### src/rtl/capture_period_ema_tracker_top_macros.svh
// ----------------------------------------------------------------------------
// Assertion macros for the capture period tracker
// Concurrent checks are clocked on aclk and are off while aresetn is low.
// ----------------------------------------------------------------------------
`ifndef CAPTURE_PERIOD_EMA_TRACKER_TOP_MACROS_SVH
`define CAPTURE_PERIOD_EMA_TRACKER_TOP_MACROS_SVH

// An implication or expression that must hold at every clock edge.
`define CPET_ASSERT(label, prop, msg) \
    label: assert property (@(posedge aclk) disable iff (!aresetn) prop) else $error(msg);

// An expression that must hold in the cycle after a trigger.
`define CPET_ASSERT_NEXT(label, trig, prop, msg) \
    label: assert property (@(posedge aclk) disable iff (!aresetn) (trig) |=> (prop)) \
        else $error(msg);

`endif

### src/rtl/cpet_pkg.sv
// ----------------------------------------------------------------------------
// cpet_pkg
// Types and constants shared by the capture period tracker modules.
// ----------------------------------------------------------------------------
`default_nettype none

package cpet_pkg;

    localparam int ALPHA_W   = 16;
    localparam int TB_W      = 28;
    localparam int STAMP_W   = 32;
    localparam int AVG_W     = 48;
    localparam int FRAC_W    = 16;
    localparam int NUM_W     = 59;
    localparam int DIV_CNT_W = 6;
    localparam int SPLIT_W   = 24;
    localparam int MUL_A_W   = 28;
    localparam int MUL_B_W   = 16;
    localparam int PROD_W    = MUL_A_W + MUL_B_W;
    localparam int FILL_O_W  = 9;
    localparam int OUT_W     = 192;

    localparam logic [ALPHA_W-1:0] ALPHA_RESET = 16'd1311;
    localparam logic [TB_W-1:0]    TB_RESET    = 28'd99840000;

    typedef enum logic [1:0] {
        REQ_CAPTURE = 2'd0,
        REQ_SERVICE = 2'd1,
        REQ_RESTART = 2'd2
    } req_e;

    typedef enum logic {
        REG_ALPHA    = 1'b0,
        REG_TIMEBASE = 1'b1
    } reg_e;

    typedef enum logic [3:0] {
        ST_IDLE,
        ST_EXEC,
        ST_DRAIN,
        ST_READ,
        ST_MUL_LO,
        ST_MUL_HI,
        ST_APPLY,
        ST_RATE_MUL,
        ST_DIV_START,
        ST_DIV_WAIT,
        ST_DONE
    } state_t;

    typedef struct packed {
        logic in_ready;
        logic exec;
        logic read_wb;
        logic mul_lo;
        logic mul_hi;
        logic apply;
        logic rate_mul;
        logic div_start;
        logic out_load;
    } cmd_t;

    typedef struct packed {
        logic       in_fire;
        logic [1:0] req;
        logic       started;
        logic       empty;
        logic       seeded;
        logic       div_done;
        logic       out_busy;
    } status_t;

endpackage

`default_nettype wire

### src/rtl/cpet_ctrl.sv
// ----------------------------------------------------------------------------
// cpet_ctrl
// Sequencer that steps one item through exec, drain, rate and report.
// ----------------------------------------------------------------------------
`default_nettype none

module cpet_ctrl (
    input  wire logic              aclk,
    input  wire logic              aresetn,
    input  wire cpet_pkg::status_t sts,
    output cpet_pkg::cmd_t         cmd
);
    import cpet_pkg::*;

    state_t state_reg, state_next;

    always_comb begin
        state_next = state_reg;
        unique case (state_reg)
            ST_IDLE:      if (sts.in_fire) state_next = ST_EXEC;
            ST_EXEC: begin
                if (sts.req == REQ_SERVICE && sts.started) state_next = ST_DRAIN;
                else state_next = ST_RATE_MUL;
            end
            ST_DRAIN:     state_next = sts.empty ? ST_RATE_MUL : ST_READ;
            // An unseeded average takes the first period as it is.
            ST_READ:      state_next = sts.seeded ? ST_MUL_LO : ST_DRAIN;
            ST_MUL_LO:    state_next = ST_MUL_HI;
            ST_MUL_HI:    state_next = ST_APPLY;
            ST_APPLY:     state_next = ST_DRAIN;
            ST_RATE_MUL:  state_next = ST_DIV_START;
            ST_DIV_START: state_next = ST_DIV_WAIT;
            ST_DIV_WAIT:  if (sts.div_done) state_next = ST_DONE;
            ST_DONE:      if (!sts.out_busy) state_next = ST_IDLE;
            default:      state_next = ST_IDLE;
        endcase
    end

    always_comb begin
        cmd = '0;
        unique case (state_reg)
            ST_IDLE:      cmd.in_ready  = 1'b1;
            ST_EXEC:      cmd.exec      = 1'b1;
            ST_READ:      cmd.read_wb   = 1'b1;
            ST_MUL_LO:    cmd.mul_lo    = 1'b1;
            ST_MUL_HI:    cmd.mul_hi    = 1'b1;
            ST_APPLY:     cmd.apply     = 1'b1;
            ST_RATE_MUL:  cmd.rate_mul  = 1'b1;
            ST_DIV_START: cmd.div_start = 1'b1;
            ST_DONE:      cmd.out_load  = !sts.out_busy;
            default:      cmd = '0;
        endcase
    end

    always_ff @(posedge aclk) begin
        if (!aresetn) begin
            state_reg <= ST_IDLE;
        end else begin
            state_reg <= state_next;
        end
    end

endmodule

`default_nettype wire

### config.mk
export PLATFORM = sky130hd
export DESIGN_NAME = cpet_ctrl
export DESIGN_NICKNAME = d
export VERILOG_FILES = /design/src/rtl/capture_period_ema_tracker_top_macros.svh /design/src/rtl/cpet_pkg.sv /design/src/rtl/cpet_ctrl.sv
export SDC_FILE = /design/constraint.sdc
export NUM_CORES = 1
export LEC_CHECK = 0
export ABC_CLOCK_PERIOD_IN_PS = 2600
export BUFFER_PORTS_ARGS = -buffer_cell sky130_fd_sc_hd__buf_2
export CAP_MARGIN = 20
export CORE_AREA = 2 2 39 41
export DETAILED_ROUTE_END_ITERATION = 10
export DIE_AREA = 0 0 41 43
export HOLD_SLACK_MARGIN = 0.15
export PLACE_DENSITY = 0.66
export SLEW_MARGIN = 10
export SYNTH_ARGS = -nofsm -noshare
export SYNTH_HDL_FRONTEND = slang
export SYNTH_SLANG_ARGS = --single-unit
### constraint.sdc
create_clock -name aclk -period 2.6 [get_ports aclk]
set_input_delay 0.26 -clock aclk [delete_from_list [all_inputs] [get_ports aclk]]
set_output_delay 0.26 -clock aclk [all_outputs]
set_load 0.02 [all_outputs]
==> results.py <==
metrics = {
    "outcome": {
        "outcome": "complete, no violations",
    },
    "power": {
        "worst_ir_drop_vdd_mv": 0.2342,
        "finalPower_mw": 0.3576,
        "power_density_mw_per_mm2": 750.2,
        "leakagePower_nw": 0.2263,
    },
    "die": {
        "io_pins": 19,
        "die_x_microns": 41,
        "die_area_sq_mm": 0.001763,
        "start_util": 0.2731,
        "num_rows": 14,
        "die_height_microns": 43,
        "core-area_sq_mm": 0.001384,
    },
    "timing": {
        "clock.fmax_mhz": 620.0,
        "setup_ws_ns": 0.9870,
        "finalSetupViolations": 0,
        "fin_skew_ns": 0.004470,
        "period_share": 0.6204,
        "whs_ns": 0.2496,
        "fin_crit_ns": 1.613,
        "tightestPinTransition_ns": 0.4348,
        "relSlewSlack": 0.7097,
        "final-hold-violation-count": 0,
        "rsz0062_at_grt": "false",
        "slew_viol_final": 0,
        "setup_tns_ns": 0,
    },
    "logic_synthesis": {
        "synthTopCellsByArea": "dfxtp_1 21%, nor2_1 7.9%, a21oi_1 5.3%, nand2b_1 5.0%, a21o_1 4.0%",
        "synth_top_family_by_area": "simple AND/OR/NAND/NOR gates",
        "synth.area.mux_share": 0,
        "synth_top_cell_by_area": "dfxtp_1",
        "synth_cell_types": 29,
        "synth_edf_count": 0,
        "synth_top_area_share": 0.2119,
        "synth_xor_area_frac": 0,
        "yosysWarnings": 0,
        "synthAdderAreaFrac": 0,
        "async_reset_ff_frac": 0,
        "syn-cell-area_sq_um": 377.9,
        "syn_avg_cell_area_sq_um": 7.129,
        "synth.net_count": 63,
        "yosys_most_used_dff": "dfxtp_1",
        "synth_seq_cells": 4,
        "ys_seq_area_frac": 0.2119,
        "synth_cells": 53,
        "synthSimpleGateAreaFrac": 0.4106,
        "synth_compound_area_frac": 0.2583,
    },
    "cts": {
        "cts_buffers": 3,
        "post_cts_resized": 0,
        "cts_buffer_depth": 2,
        "cts_tree": "yes",
        "path_clk_slew_ns": 0.04,
        "cts_root_buf": "clkbuf_4",
        "h-tree-depth": 1,
        "cts_sinks": 4,
        "cts_setup_buffers": 0,
        "postCtsHoldBufs": 0,
        "clock_latency_ns": 0.24,
    },
    "detailed_routing": {
        "wirelength_microns": 877,
        "drtPass1Iterations": 4,
        "vias_per_cell": 4.860,
        "wl_per_cell_microns": 10.20,
        "via_count": 418,
        "antenna_left": 0,
        "drt_iter0_drc": 7,
        "drc": 0,
    },
    "min_path": {
        "whs_path_depth": 2,
        "hold_path_class": "in2reg",
        "worstHoldStart": "sts[1]",
    },
    "placement": {
        "post_dp_cell_area_sq_um": 454.2,
        "hpwl_microns": 664.5,
        "placed_cells": 83,
        "port_buffers": 18,
        "gp_congestion": 0.7501,
        "pre_cts_slack_ns": 1.257,
    },
    "worst_setup_path": {
        "reg2regPathDepth": 4,
        "slowest_stage": "dfxtp_1",
        "setup.worst_path.start": "state_reg[1]$_SDFFE_PN0P_",
        "cp.buffers_inverters": 1,
        "worstPathArrival_ns": 1.35,
        "crit_family": "flip-flops",
        "crit_chain": "nand2b_1 -> nor2_1 -> buf_2",
        "critPathMaxFanout": 14,
        "crit_type": "reg2out",
        "cp.required_ns": 2.34,
        "cp_num_cells": 3,
        "end_kind": "output port",
        "r2r_start": "state_reg[0]$_SDFFE_PN0P_",
        "startpoint_type": "flop",
        "critical_path.max_stage_delay_ns": 0.58,
    },
    "global_route": {
        "overflow": 0,
        "grt_antenna_before_repair": 0,
        "grt_pass1_wl_mm": 1.283,
        "grt_start_max_net_pins": 15,
        "grt_pass1_vias": 322,
        "grt_usage": 0.1114,
    },
    "final_layout": {
        "n_fill_cell": 159,
        "drive_gt1_frac": 0.3714,
        "largest_register_ffs": 4,
        "area_growth_pct": 26.16,
        "final_cell_count_no_fill": 86,
        "final_area_sq_um": 476.7,
        "antenna_cells": 0,
        "nets": 82,
        "post-route-util": 0.3445,
    },
    "run": {
        "maxCapViolCount": 0,
    },
}
==> Yosys cell counts (2+ instances only) <==
cell type / number
o21ai_0: 2
nand3b_1: 2
nor2_1: 8
nand2b_1: 3
dfxtp_1: 4
a21oi_1: 4
inv_1: 3
nand2_1: 4
buf_4: 2
a21o_1: 2
==> layout make-up <==
type	instances	area, sq um	area share
Multi-Input combinational cell	42	252.7	0.5302
Tap cell	16	20.02	0.04199
Sequential cell	4	80.08	0.1680
Timing Repair Buffer	18	90.09	0.1890
Clock buffer	3	22.52	0.04724
Inverter	3	11.26	0.02362
==> kinds of logic after synthesis <==
group	count (synthesis)
compound gates	15
buf+inv	7
flops	4
simple gates	27
==> power by group <==
part | internal (mW) | total, mW | switching (mW)
combinational | 0.0771 | 0.164 | 0.0871
sequential | 0.0749 | 0.116 | 0.0408
clock | 0.0517 | 0.0777 | 0.0260
==> layer usage <==
metal	GRT usage	part of all wire	vias to the layer above
met2	0.1500	0.49	14
met4	0.1200	0.041	0
met5	0	0	-
met3	0.01571	0.056	4
met1	0.1350	0.41	184
li1	-	-	216
==> path summary, 6_finish.rpt <==
| path | to | slack, ns |
|---|---|---|
| worst max-delay path | cmd[2] | 0.99 |
| worst min-delay path | state_reg[0]$_SDFFE_PN0P_ | 0.25 |
| worst max register to register | state_reg[0]$_SDFFE_PN0P_ | 1.29 |
| worst min register to register | state_reg[0]$_SDFFE_PN0P_ | 0.62 |
==> placed cells by master, fill, tap and decap left out, drive strengths merged <==
| master | netlist | routed |
|---|---|---|
| nor2b | 1 | 1 |
| or2b | 1 | 1 |
| nor3b | 1 | 1 |
| a21o | 2 | 2 |
| a31oi | 1 | 1 |
| o31ai | 1 | 1 |
| nor4b | 1 | 1 |
| buf | 3 | 18 |
| nand3 | 1 | 1 |
| nor3 | 1 | 1 |
| nand2 | 4 | 4 |
| nand2b | 4 | 4 |
| dfxtp | 4 | 4 |
| nand3b | 2 | 2 |
| a21oi | 5 | 5 |
| nor2 | 9 | 9 |
| o21ai | 3 | 3 |
| clkbuf | 1 | 3 |
| inv | 3 | 3 |
| o21a | 1 | 1 |
| o41ai | 1 | 1 |
| or2 | 2 | 2 |
| o2111ai | 1 | 1 |
No activity file was read; power rests on OpenSTA's default activity.
