[src/rtl/capture_period_ema_tracker_top_macros.svh]
// ----------------------------------------------------------------------------
// Assertion macros for the capture period tracker
// Concurrent checks are clocked on aclk and are off while aresetn is low.
// ----------------------------------------------------------------------------
`ifndef CAPTURE_PERIOD_EMA_TRACKER_TOP_MACROS_SVH
`define CAPTURE_PERIOD_EMA_TRACKER_TOP_MACROS_SVH

// An implication or expression that must hold at every clock edge.
`define CPET_ASSERT(label, prop, msg) \
    label: assert property (@(posedge aclk) disable iff (!aresetn) prop) else $error(msg);

// An expression that must hold in the cycle after a trigger.
`define CPET_ASSERT_NEXT(label, trig, prop, msg) \
    label: assert property (@(posedge aclk) disable iff (!aresetn) (trig) |=> (prop)) \
        else $error(msg);

`endif

[src/rtl/cpet_pkg.sv]
// ----------------------------------------------------------------------------
// cpet_pkg
// Types and constants shared by the capture period tracker modules.
// ----------------------------------------------------------------------------
`default_nettype none

package cpet_pkg;

    localparam int ALPHA_W   = 16;
    localparam int TB_W      = 28;
    localparam int STAMP_W   = 32;
    localparam int AVG_W     = 48;
    localparam int FRAC_W    = 16;
    localparam int NUM_W     = 59;
    localparam int DIV_CNT_W = 6;
    localparam int SPLIT_W   = 24;
    localparam int MUL_A_W   = 28;
    localparam int MUL_B_W   = 16;
    localparam int PROD_W    = MUL_A_W + MUL_B_W;
    localparam int FILL_O_W  = 9;
    localparam int OUT_W     = 192;

    localparam logic [ALPHA_W-1:0] ALPHA_RESET = 16'd1311;
    localparam logic [TB_W-1:0]    TB_RESET    = 28'd99840000;

    typedef enum logic [1:0] {
        REQ_CAPTURE = 2'd0,
        REQ_SERVICE = 2'd1,
        REQ_RESTART = 2'd2
    } req_e;

    typedef enum logic {
        REG_ALPHA    = 1'b0,
        REG_TIMEBASE = 1'b1
    } reg_e;

    typedef enum logic [3:0] {
        ST_IDLE,
        ST_EXEC,
        ST_DRAIN,
        ST_READ,
        ST_MUL_LO,
        ST_MUL_HI,
        ST_APPLY,
        ST_RATE_MUL,
        ST_DIV_START,
        ST_DIV_WAIT,
        ST_DONE
    } state_t;

    typedef struct packed {
        logic in_ready;
        logic exec;
        logic read_wb;
        logic mul_lo;
        logic mul_hi;
        logic apply;
        logic rate_mul;
        logic div_start;
        logic out_load;
    } cmd_t;

    typedef struct packed {
        logic       in_fire;
        logic [1:0] req;
        logic       started;
        logic       empty;
        logic       seeded;
        logic       div_done;
        logic       out_busy;
    } status_t;

endpackage

`default_nettype wire

[src/rtl/cpet_div.sv]
// ----------------------------------------------------------------------------
// cpet_div
// Restoring divider, one quotient bit per cycle, saturated 32-bit quotient.
// ----------------------------------------------------------------------------
`default_nettype none

module cpet_div (
    input  wire logic                          aclk,
    input  wire logic                          aresetn,
    input  wire logic                          start,
    input  wire logic [cpet_pkg::NUM_W-1:0]    num,
    input  wire logic [cpet_pkg::AVG_W-1:0]    den,
    output logic                               done,
    output logic [31:0]                        quot
);
    import cpet_pkg::*;

    logic                 busy_reg, busy_next;
    logic                 done_reg, done_next;
    logic [DIV_CNT_W-1:0] cnt_reg, cnt_next;
    logic [AVG_W-1:0]     rem_reg, rem_next;
    logic [AVG_W-1:0]     den_reg, den_next;
    logic [NUM_W-1:0]     sh_reg, sh_next;
    logic [NUM_W-1:0]     q_reg, q_next;
    logic [AVG_W:0]       trial;
    logic                 fits;

    assign trial = {rem_reg, sh_reg[NUM_W-1]};
    assign fits  = trial >= {1'b0, den_reg};

    always_comb begin
        busy_next = busy_reg;
        done_next = 1'b0;
        cnt_next  = cnt_reg;
        rem_next  = rem_reg;
        den_next  = den_reg;
        sh_next   = sh_reg;
        q_next    = q_reg;
        if (start) begin
            busy_next = 1'b1;
            cnt_next  = DIV_CNT_W'(NUM_W);
            rem_next  = '0;
            den_next  = den;
            sh_next   = num;
            q_next    = '0;
        end else if (busy_reg) begin
            // The remainder stays below the divisor, so it fits the divisor width.
            rem_next = fits ? AVG_W'(trial - {1'b0, den_reg}) : trial[AVG_W-1:0];
            q_next   = {q_reg[NUM_W-2:0], fits};
            sh_next  = {sh_reg[NUM_W-2:0], 1'b0};
            cnt_next = cnt_reg - 1'b1;
            if (cnt_reg == DIV_CNT_W'(1)) begin
                busy_next = 1'b0;
                done_next = 1'b1;
            end
        end
    end

    always_ff @(posedge aclk) begin
        if (!aresetn) begin
            busy_reg <= 1'b0;
            done_reg <= 1'b0;
            cnt_reg  <= '0;
        end else begin
            busy_reg <= busy_next;
            done_reg <= done_next;
            cnt_reg  <= cnt_next;
        end
        rem_reg <= rem_next;
        den_reg <= den_next;
        sh_reg  <= sh_next;
        q_reg   <= q_next;
    end

    assign done = done_reg;
    assign quot = (|q_reg[NUM_W-1:32]) ? 32'hFFFF_FFFF : q_reg[31:0];

endmodule

`default_nettype wire

[config.mk]
export PLATFORM = sky130hd
export DESIGN_NAME = cpet_div
export DESIGN_NICKNAME = d
export VERILOG_FILES = /design/src/rtl/capture_period_ema_tracker_top_macros.svh /design/src/rtl/cpet_pkg.sv /design/src/rtl/cpet_div.sv
export SDC_FILE = /design/constraint.sdc
export NUM_CORES = 1
export LEC_CHECK = 0
export ABC_AREA = 1
export BUFFER_PORTS_ARGS = -buffer_cell sky130_fd_sc_hd__buf_2
export CAP_MARGIN = 20
export CORE_MARGIN = 1
export CORE_UTILIZATION = 47
export DETAILED_ROUTE_END_ITERATION = 6
export MAX_ROUTING_LAYER = met4
export PLACE_DENSITY = 0.66
export SLEW_MARGIN = 10
export SYNTH_ARGS = -nofsm -noshare
export SYNTH_HDL_FRONTEND = slang
export SYNTH_SLANG_ARGS = --single-unit
export TNS_END_PERCENT = 10
[constraint.sdc]
create_clock -name aclk -period 7.3 [get_ports aclk]
set_input_delay 1.46 -clock aclk [delete_from_list [all_inputs] [get_ports aclk]]
set_output_delay 1.46 -clock aclk [all_outputs]
set_load 0.005 [all_outputs]
==> impl_metrics.xml, run 1 <==
<?xml version="1.0" encoding="UTF-8"?>
<metrics>
  <group name="clock_network">
    <metric name="cts_inserted_buffers" unit="">25</metric>
    <metric name="cts.sink_count" unit="">222</metric>
    <metric name="cts_htree_levels" unit="">1</metric>
    <metric name="hold_buffers" unit="">0</metric>
    <metric name="ctsResizeCount" unit="">0</metric>
    <metric name="clk_latency" unit="ns">0.55</metric>
    <metric name="post-cts-setup-buffer-count" unit="">0</metric>
    <metric name="clock-root-buffer" unit="">sky130_fd_sc_hd__clkbuf_16</metric>
    <metric name="ctsLongestPathBuffers" unit="">3</metric>
    <metric name="clk_pin_slew_worst_paths" unit="ns">0.06</metric>
    <metric name="tritoncts" unit="">done</metric>
  </group>
  <group name="grt">
    <metric name="antenna_violations_before_repair" unit="">1</metric>
    <metric name="m3_gr_usage" unit="%">3.860</metric>
    <metric name="first_global_vias" unit="">10950</metric>
    <metric name="grt.met2_usage" unit="%">38.51</metric>
    <metric name="grt_first_pass_wirelength" unit="um">54100</metric>
    <metric name="global_route.usage.total" unit="%">24.28</metric>
    <metric name="maximum_number_of_pins_on_one_net_before_global_route_repair" unit="">90</metric>
    <metric name="gr-usage-met1" unit="%">31.83</metric>
    <metric name="grt_overflow" unit="">0</metric>
    <metric name="gr-max-usage-layer" unit="">met2</metric>
  </group>
  <group name="routing">
    <metric name="wl_per_cell" unit="um">13.95</metric>
    <metric name="final_wirelength" unit="um">33630</metric>
    <metric name="routed-via-count" unit="">11600</metric>
    <metric name="antenna_left" unit="">0</metric>
    <metric name="vias_per_cell" unit="">4.813</metric>
    <metric name="drt_iter0_drc" unit="">733</metric>
    <metric name="drcViolationCount" unit="">0</metric>
    <metric name="drt-pass1-iter-count" unit="">5</metric>
  </group>
  <group name="min_path">
    <metric name="timing.hold.worst.start" unit="">rem_reg[41]</metric>
    <metric name="holdCritPathClass" unit="">reg2reg</metric>
    <metric name="min_to" unit="">rem_reg[41]</metric>
    <metric name="hold-path-cell-count" unit="">2</metric>
  </group>
  <group name="pwr">
    <metric name="cell_leakage_power" unit="nW">7.979</metric>
    <metric name="ir_worst_vdd" unit="mV">0.2090</metric>
    <metric name="power.density_cell_area" unit="nW/um^2">192.7</metric>
  </group>
  <group name="logic_synthesis">
    <metric name="synth.yosys.warnings" unit="">0</metric>
    <metric name="yosys_reg_bits" unit="">222</metric>
    <metric name="netlist.area_leader.share" unit="%">24.13</metric>
    <metric name="synthDominantAreaCellType" unit="">sky130_fd_sc_hd__edfxtp_1</metric>
    <metric name="synthesis.area_per_instance" unit="um^2">7.027</metric>
    <metric name="dominantRegCellSynth" unit="">sky130_fd_sc_hd__dfxtp_1</metric>
    <metric name="seq_area_frac_synth" unit="%">41.42</metric>
    <metric name="synthTopCellsByArea" unit="">sky130_fd_sc_hd__edfxtp_1 24%, sky130_fd_sc_hd__nand2_1 20%, sky130_fd_sc_hd__dfxtp_1 17%</metric>
    <metric name="ys_async_sr_fraction" unit="%">0</metric>
    <metric name="mappedNetlistArea" unit="um^2">13320</metric>
    <metric name="synthDistinctLibCells" unit="">44</metric>
    <metric name="postSynthNetCount" unit="">2056</metric>
    <metric name="syn-instance-count" unit="">1895</metric>
    <metric name="synth_edf_count" unit="">107</metric>
  </group>
  <group name="final_layout">
    <metric name="post_route_cells_drive_above_1_share" unit="%">12.70</metric>
    <metric name="layout.nets" unit="">2174</metric>
    <metric name="num-fill-cells" unit="">2826</metric>
    <metric name="syn_to_final_growth" unit="%">12.90</metric>
    <metric name="post-route-util" unit="%">53.96</metric>
  </group>
  <group name="status">
    <metric name="outcome" unit="">complete, no violations</metric>
  </group>
  <group name="place">
    <metric name="numPortBuffers" unit="">142</metric>
    <metric name="gpl.final_weighted_congestion" unit="">0.9682</metric>
    <metric name="post-place-ws" unit="ns">3.630</metric>
    <metric name="detailed_place_hpwl" unit="um">24540</metric>
  </group>
  <group name="die">
    <metric name="num_rows" unit="">61</metric>
    <metric name="core_outline_area" unit="um^2">27860</metric>
    <metric name="chipWidth" unit="um">170.3</metric>
    <metric name="die_area" unit="um^2">29010</metric>
    <metric name="floorplan.initialDensity" unit="%">47.80</metric>
    <metric name="ioPinCount" unit="">143</metric>
    <metric name="chipHeight" unit="um">170.3</metric>
  </group>
  <group name="timing">
    <metric name="setup_total_negative_slack" unit="ns">0</metric>
    <metric name="max_slew.worst_pin.slew" unit="ns">0.9260</metric>
    <metric name="layout_worst_path_cycle_share" unit="%">52.89</metric>
    <metric name="setup_skew_after_layout" unit="ns">0.01649</metric>
    <metric name="post-route-worst-setup-slack" unit="ns">3.439</metric>
    <metric name="setup_viol" unit="">0</metric>
    <metric name="setup_repair_after_global_routing_missed_its_margin" unit="">false</metric>
    <metric name="fmax" unit="MHz">259.0</metric>
    <metric name="max-slew-margin-rel" unit="%">38.27</metric>
    <metric name="final_max_slew_viol_count" unit="">0</metric>
    <metric name="timing.final.hold_violations" unit="">0</metric>
    <metric name="final_period_minus_worst_setup_slack" unit="ns">3.861</metric>
  </group>
  <group name="setup_path">
    <metric name="path_type_of_the_worst_setup_path" unit="">reg2out</metric>
    <metric name="crit_start" unit="">q_reg[44]</metric>
    <metric name="crit_arrival" unit="ns">2.40</metric>
    <metric name="rr_startpoint" unit="">den_reg[25]</metric>
    <metric name="r2r_end" unit="">rem_reg[36]</metric>
    <metric name="worst-r2r-cell-count" unit="">14</metric>
    <metric name="data_required_time_at_the_worst_endpoint" unit="ns">5.84</metric>
    <metric name="worstPathMaxFanout" unit="">27</metric>
    <metric name="r2r_slack" unit="ns">3.97</metric>
    <metric name="worstSetupEndpointType" unit="">output port</metric>
    <metric name="cp-start-kind" unit="">register</metric>
  </group>
  <group name="job">
    <metric name="cap_violations" unit="">0</metric>
  </group>
</metrics>
[cell families after synthesis]
| family | count (synthesis) | synth area share, % |
|---|---|---|
| and+or+nand+nor | 1036 | 33.28 |
| buffers and inverters | 435 | 13.17 |
| DFF | 222 | 41.42 |
| AOI/OAI and AO/OA | 124 | 5.497 |
| adders and majority gates | 51 | 4.849 |
| xor gates and xnor gates | 27 | 1.776 |
[worst max path at each step]
stage	endpoint	slack [ns]	cells after the start
floorplan	sh_reg[0]	3.43	3
global placement	sh_reg[34]	3.66	4
detailed placement	sh_reg[36]	3.63	4
CTS	quot[23]	3.37	6
global route	quot[23]	3.25	6
finish	quot[23]	3.44	6
[per-stage QoR]
stage                     area, um^2  hold WS [ns]  std cells  power, mW
after CTS                      15030        0.4731       2410      2.933
final                          15030        0.4729       2411      2.898
after floorplan                13320        0.4440       1895      1.604
after detailed placement       14240        0.4659       2364      1.698
after global routing           15030        0.4967       2411      3.017
after global placement         14240        0.4588       2364      1.694
[cells in the mapped netlist, types with 3 or more instances]
master                     number
sky130_fd_sc_hd__nor2_4         4
sky130_fd_sc_hd__nand3_1       88
sky130_fd_sc_hd__nor2_2         9
sky130_fd_sc_hd__xor2_1        21
sky130_fd_sc_hd__a21oi_1       42
sky130_fd_sc_hd__or2_1          3
sky130_fd_sc_hd__nand3_2       21
sky130_fd_sc_hd__o211ai_1       3
sky130_fd_sc_hd__buf_12         3
sky130_fd_sc_hd__o21ai_1        4
sky130_fd_sc_hd__nor3_1         6
sky130_fd_sc_hd__ha_1          50
sky130_fd_sc_hd__buf_6          6
sky130_fd_sc_hd__xnor2_1        6
sky130_fd_sc_hd__nand3b_1       7
sky130_fd_sc_hd__nor2_1       134
sky130_fd_sc_hd__nand2_1      695
sky130_fd_sc_hd__nand2_2       11
sky130_fd_sc_hd__o21ai_0        7
sky130_fd_sc_hd__inv_2         15
sky130_fd_sc_hd__clkbuf_1      38
sky130_fd_sc_hd__o22ai_1       58
sky130_fd_sc_hd__dfxtp_1      115
sky130_fd_sc_hd__buf_2          7
sky130_fd_sc_hd__nand4_1       46
sky130_fd_sc_hd__nor4_1         5
sky130_fd_sc_hd__edfxtp_1     107
sky130_fd_sc_hd__clkinv_1       4
sky130_fd_sc_hd__inv_1        355
sky130_fd_sc_hd__buf_4          5
[cell type report]
cell class	count	area (um^2)	area share, %
tap	378	473.0	3.146
antenna	1	2.502	0.01665
clock buffer	43	739.5	4.919
inverter	374	1406	9.355
clock inverter	3	55.05	0.3662
multi-input combinational	1238	6052	40.26
timing repair buffer	152	788.3	5.243
sequential	222	5517	36.70
[report_power, final]
part | leakage, nW | internal [mW] | total (mW) | switching [mW]
Sequential | 2.00 | 1.38 | 1.40 | 0.0217
Combinational | 5.58 | 0.0877 | 0.274 | 0.186
Clock | 0.391 | 0.723 | 1.22 | 0.502
[per-layer routing]
layer | share of wire [%] | vias to the layer above
li1 | - | 6115
met5 | 0 | -
met2 | 45 | 305
met1 | 46 | 5126
met4 | 2.7 | 0
met3 | 6.6 | 57
[critical path: stages (launching register included)]
cell and delay (ns):
sky130_fd_sc_hd__dfxtp_1 0.31, sky130_fd_sc_hd__nor4_1 0.31, sky130_fd_sc_hd__nand4_1 0.17, sky130_fd_sc_hd__nor4_2 0.46
sky130_fd_sc_hd__buf_4 0.36, sky130_fd_sc_hd__nand2_1 0.10, sky130_fd_sc_hd__buf_2 0.15
[layout by cell type (no fill, tap or decap), types with 2 or more instances in the layout]
cell type / instances
sky130_fd_sc_hd__buf_4: 11
sky130_fd_sc_hd__a21oi_1: 42
sky130_fd_sc_hd__nand4_1: 46
sky130_fd_sc_hd__nand2_1: 695
sky130_fd_sc_hd__nor3_1: 6
sky130_fd_sc_hd__xnor2_1: 6
sky130_fd_sc_hd__nor4_1: 4
sky130_fd_sc_hd__clkbuf_8: 4
sky130_fd_sc_hd__nand3_1: 88
sky130_fd_sc_hd__nor2_2: 9
sky130_fd_sc_hd__edfxtp_1: 107
sky130_fd_sc_hd__clkbuf_16: 25
sky130_fd_sc_hd__a21o_1: 2
sky130_fd_sc_hd__clkinv_1: 3
sky130_fd_sc_hd__clkbuf_1: 11
sky130_fd_sc_hd__nand2_2: 11
sky130_fd_sc_hd__or2_1: 3
sky130_fd_sc_hd__a21oi_2: 2
sky130_fd_sc_hd__inv_2: 15
sky130_fd_sc_hd__ha_1: 50
sky130_fd_sc_hd__dfxtp_1: 114
sky130_fd_sc_hd__nand3_2: 21
sky130_fd_sc_hd__o22ai_1: 58
sky130_fd_sc_hd__o21ai_0: 7
sky130_fd_sc_hd__and2_1: 2
sky130_fd_sc_hd__nor2_4: 4
sky130_fd_sc_hd__inv_1: 355
sky130_fd_sc_hd__nor2_1: 134
sky130_fd_sc_hd__xor2_1: 21
sky130_fd_sc_hd__o21bai_1: 2
sky130_fd_sc_hd__nand3b_1: 7
sky130_fd_sc_hd__o211ai_1: 3
sky130_fd_sc_hd__clkbuf_2: 2
sky130_fd_sc_hd__o21ai_1: 4
sky130_fd_sc_hd__nand2_4: 2
sky130_fd_sc_hd__buf_2: 141
Note: power is estimated with default switching activity, not from simulation.
==> inputs of run 2 (changes only) <==
- PLACE_DENSITY: 0.66 -> 0.69
- clock period: 7.3 -> 3.1 ns (I/O delays scaled with it)
==> run 2 against run 1 <==
Net effect: cell count up 0.37%; cell area up 0.69%; first-iteration DRC count fell by 2.6%; critical path depth unchanged; critical path type unchanged; critical endpoint is now quot[2].
==> impl_metrics.xml, run 2 (same netlist as run 1, synthesis figures left out) <==
<?xml version="1.0" encoding="UTF-8"?>
<metrics>
  <group name="job">
    <metric name="cap_violations" unit="">0</metric>
  </group>
  <group name="clock_network">
    <metric name="clock-root-buffer" unit="">sky130_fd_sc_hd__clkbuf_16</metric>
    <metric name="clk_latency" unit="ns">0.56</metric>
    <metric name="cts_htree_levels" unit="">1</metric>
    <metric name="clk_pin_slew_worst_paths" unit="ns">0.06</metric>
    <metric name="tritoncts" unit="">done</metric>
    <metric name="ctsLongestPathBuffers" unit="">3</metric>
    <metric name="hold_buffers" unit="">0</metric>
    <metric name="cts_inserted_buffers" unit="">25</metric>
    <metric name="post-cts-setup-buffer-count" unit="">0</metric>
    <metric name="cts.sink_count" unit="">222</metric>
    <metric name="ctsResizeCount" unit="">0</metric>
  </group>
  <group name="grt">
    <metric name="gr-max-usage-layer" unit="">met2</metric>
    <metric name="gr-usage-met1" unit="%">34.26</metric>
    <metric name="maximum_number_of_pins_on_one_net_before_global_route_repair" unit="">86</metric>
    <metric name="grt.met2_usage" unit="%">39.06</metric>
    <metric name="first_global_vias" unit="">11100</metric>
    <metric name="global_route.usage.total" unit="%">25.28</metric>
    <metric name="grt_overflow" unit="">0</metric>
    <metric name="grt_first_pass_wirelength" unit="um">56300</metric>
    <metric name="antenna_violations_before_repair" unit="">2</metric>
    <metric name="m3_gr_usage" unit="%">3.860</metric>
  </group>
  <group name="setup_path">
    <metric name="cp-start-kind" unit="">register</metric>
    <metric name="cp-endpoint" unit="">quot[2]</metric>
    <metric name="r2r_end" unit="">rem_reg[21]</metric>
    <metric name="worstPathMaxFanout" unit="">22</metric>
    <metric name="worstSetupEndpointType" unit="">output port</metric>
    <metric name="rr_startpoint" unit="">den_reg[44]</metric>
    <metric name="worst-r2r-cell-count" unit="">16</metric>
    <metric name="r2r_slack" unit="ns">0.46</metric>
    <metric name="data_required_time_at_the_worst_endpoint" unit="ns">2.48</metric>
    <metric name="crit_start" unit="">q_reg[36]</metric>
    <metric name="path_type_of_the_worst_setup_path" unit="">reg2out</metric>
    <metric name="crit_arrival" unit="ns">2.19</metric>
  </group>
  <group name="final_layout">
    <metric name="post-route-util" unit="%">54.34</metric>
    <metric name="multi_input_area" unit="um^2">6052</metric>
    <metric name="final_common_cell" unit="">sky130_fd_sc_hd__nand2_1</metric>
    <metric name="ff_latch_area" unit="um^2">5517</metric>
    <metric name="layout.nets" unit="">2182</metric>
    <metric name="num-fill-cells" unit="">2793</metric>
    <metric name="stdcell_count" unit="">2420</metric>
    <metric name="postLayoutCellArea" unit="um^2">15140</metric>
    <metric name="post_route_cells_drive_above_1_share" unit="%">13.28</metric>
    <metric name="syn_to_final_growth" unit="%">13.68</metric>
    <metric name="final_cell_mix" unit="">695 x sky130_fd_sc_hd__nand2_1, 355 x sky130_fd_sc_hd__inv_1, 141 x sky130_fd_sc_hd__buf_2, 134 x sky130_fd_sc_hd__nor2_1, 114 x sky130_fd_sc_hd__dfxtp_1</metric>
  </group>
  <group name="pwr">
    <metric name="power_frac_clock" unit="%">42.5</metric>
    <metric name="ir_worst_vdd" unit="mV">0.4982</metric>
    <metric name="net-switching-power" unit="mW">1.730</metric>
    <metric name="power.density_cell_area" unit="nW/um^2">454.0</metric>
    <metric name="power_switching_share" unit="%">25.18</metric>
    <metric name="p_int" unit="mW">5.142</metric>
    <metric name="combPwrFrac" unit="%">9.7</metric>
    <metric name="cell_leakage_power" unit="nW">8.037</metric>
    <metric name="power.sequential.fraction" unit="%">47.8</metric>
    <metric name="design_power_total" unit="mW">6.872</metric>
  </group>
  <group name="routing">
    <metric name="vias_per_cell" unit="">4.924</metric>
    <metric name="drt_iter0_drc" unit="">714</metric>
    <metric name="routed-via-count" unit="">11920</metric>
    <metric name="final_wirelength" unit="um">35430</metric>
    <metric name="antenna_left" unit="">0</metric>
    <metric name="drcViolationCount" unit="">0</metric>
    <metric name="drt-pass1-iter-count" unit="">5</metric>
    <metric name="wl_per_cell" unit="um">14.64</metric>
  </group>
  <group name="place">
    <metric name="detailed_place_hpwl" unit="um">26130</metric>
    <metric name="numPortBuffers" unit="">142</metric>
    <metric name="post_dp_cell_area" unit="um^2">14320</metric>
    <metric name="numPlacedInstances" unit="">2372</metric>
    <metric name="gpl.final_weighted_congestion" unit="">1.014</metric>
    <metric name="post-place-ws" unit="ns">0.4750</metric>
  </group>
  <group name="timing">
    <metric name="setup_viol" unit="">0</metric>
    <metric name="setup_skew_after_layout" unit="ns">0.02068</metric>
    <metric name="post-route-worst-setup-slack" unit="ns">0.2866</metric>
    <metric name="fmax" unit="MHz">355.4</metric>
    <metric name="final_max_slew_viol_count" unit="">0</metric>
    <metric name="setup_repair_after_global_routing_missed_its_margin" unit="">false</metric>
    <metric name="max-slew-margin-rel" unit="%">33.86</metric>
    <metric name="timing.final.hold_violations" unit="">0</metric>
    <metric name="holdWs" unit="ns">0.2341</metric>
    <metric name="final_period_minus_worst_setup_slack" unit="ns">2.813</metric>
    <metric name="setup_total_negative_slack" unit="ns">0</metric>
    <metric name="layout_worst_path_cycle_share" unit="%">90.75</metric>
    <metric name="max_slew.worst_pin.slew" unit="ns">0.9921</metric>
  </group>
  <group name="die">
    <metric name="floorplan.initialDensity" unit="%">47.80</metric>
    <metric name="chipWidth" unit="um">170.3</metric>
    <metric name="ioPinCount" unit="">143</metric>
    <metric name="core_outline_area" unit="um^2">27860</metric>
    <metric name="die_area" unit="um^2">29010</metric>
    <metric name="chipHeight" unit="um">170.3</metric>
    <metric name="num_rows" unit="">61</metric>
  </group>
  <group name="status">
    <metric name="outcome" unit="">complete, no violations</metric>
  </group>
  <group name="min_path">
    <metric name="holdCritPathClass" unit="">in2reg</metric>
  </group>
</metrics>
## run 2: worst min-delay path by stage
stage                      from          end  slack (ns)  depth (start not counted)
floorplan           rem_reg[41]  rem_reg[41]        0.44                          2
detailed placement  rem_reg[42]  rem_reg[42]        0.46                          2
global route            den[41]  den_reg[41]        0.23                          1
CTS                     den[42]  den_reg[42]        0.22                          1
global placement    rem_reg[41]  rem_reg[41]        0.46                          2
finish                   den[6]   den_reg[6]        0.23                          1
## run 2: cell type report
class                           instances  area share, %
Clock buffer                           40          5.042
Clock inverter                          6         0.3141
Tap cell                              378          3.124
Timing Repair Buffer                  160          5.770
Antenna cell                            2        0.03306
Multi-Input combinational cell       1238          39.98
Sequential cell                       222          36.44
Inverter                              374          9.291
## run 2: worst max-delay path, cell delays in order, from the launching register on
cell and delay [ns]:
sky130_fd_sc_hd__dfxtp_1 0.31, sky130_fd_sc_hd__nor4_1 0.32, sky130_fd_sc_hd__nand4_1 0.17, sky130_fd_sc_hd__nor4_2 0.33
sky130_fd_sc_hd__buf_4 0.31, sky130_fd_sc_hd__nand2_1 0.08, sky130_fd_sc_hd__buf_2 0.13
## run 2: layer usage
metal	routed length (um)	share of wire, %
met3	2210	6.2
met5	0	0
met2	15530	44
met4	988	2.8
met1	16690	47
## run 2: power groups by stage
stage               Combinational (mW)  Clock, mW  Sequential [mW]
finish                           0.668       2.92             3.28
global route                     0.751       3.09             3.30
CTS                              0.668       2.98             3.28
detailed placement               0.664          0             3.35
global placement                 0.661          0             3.34
floorplan                        0.442          0             3.34
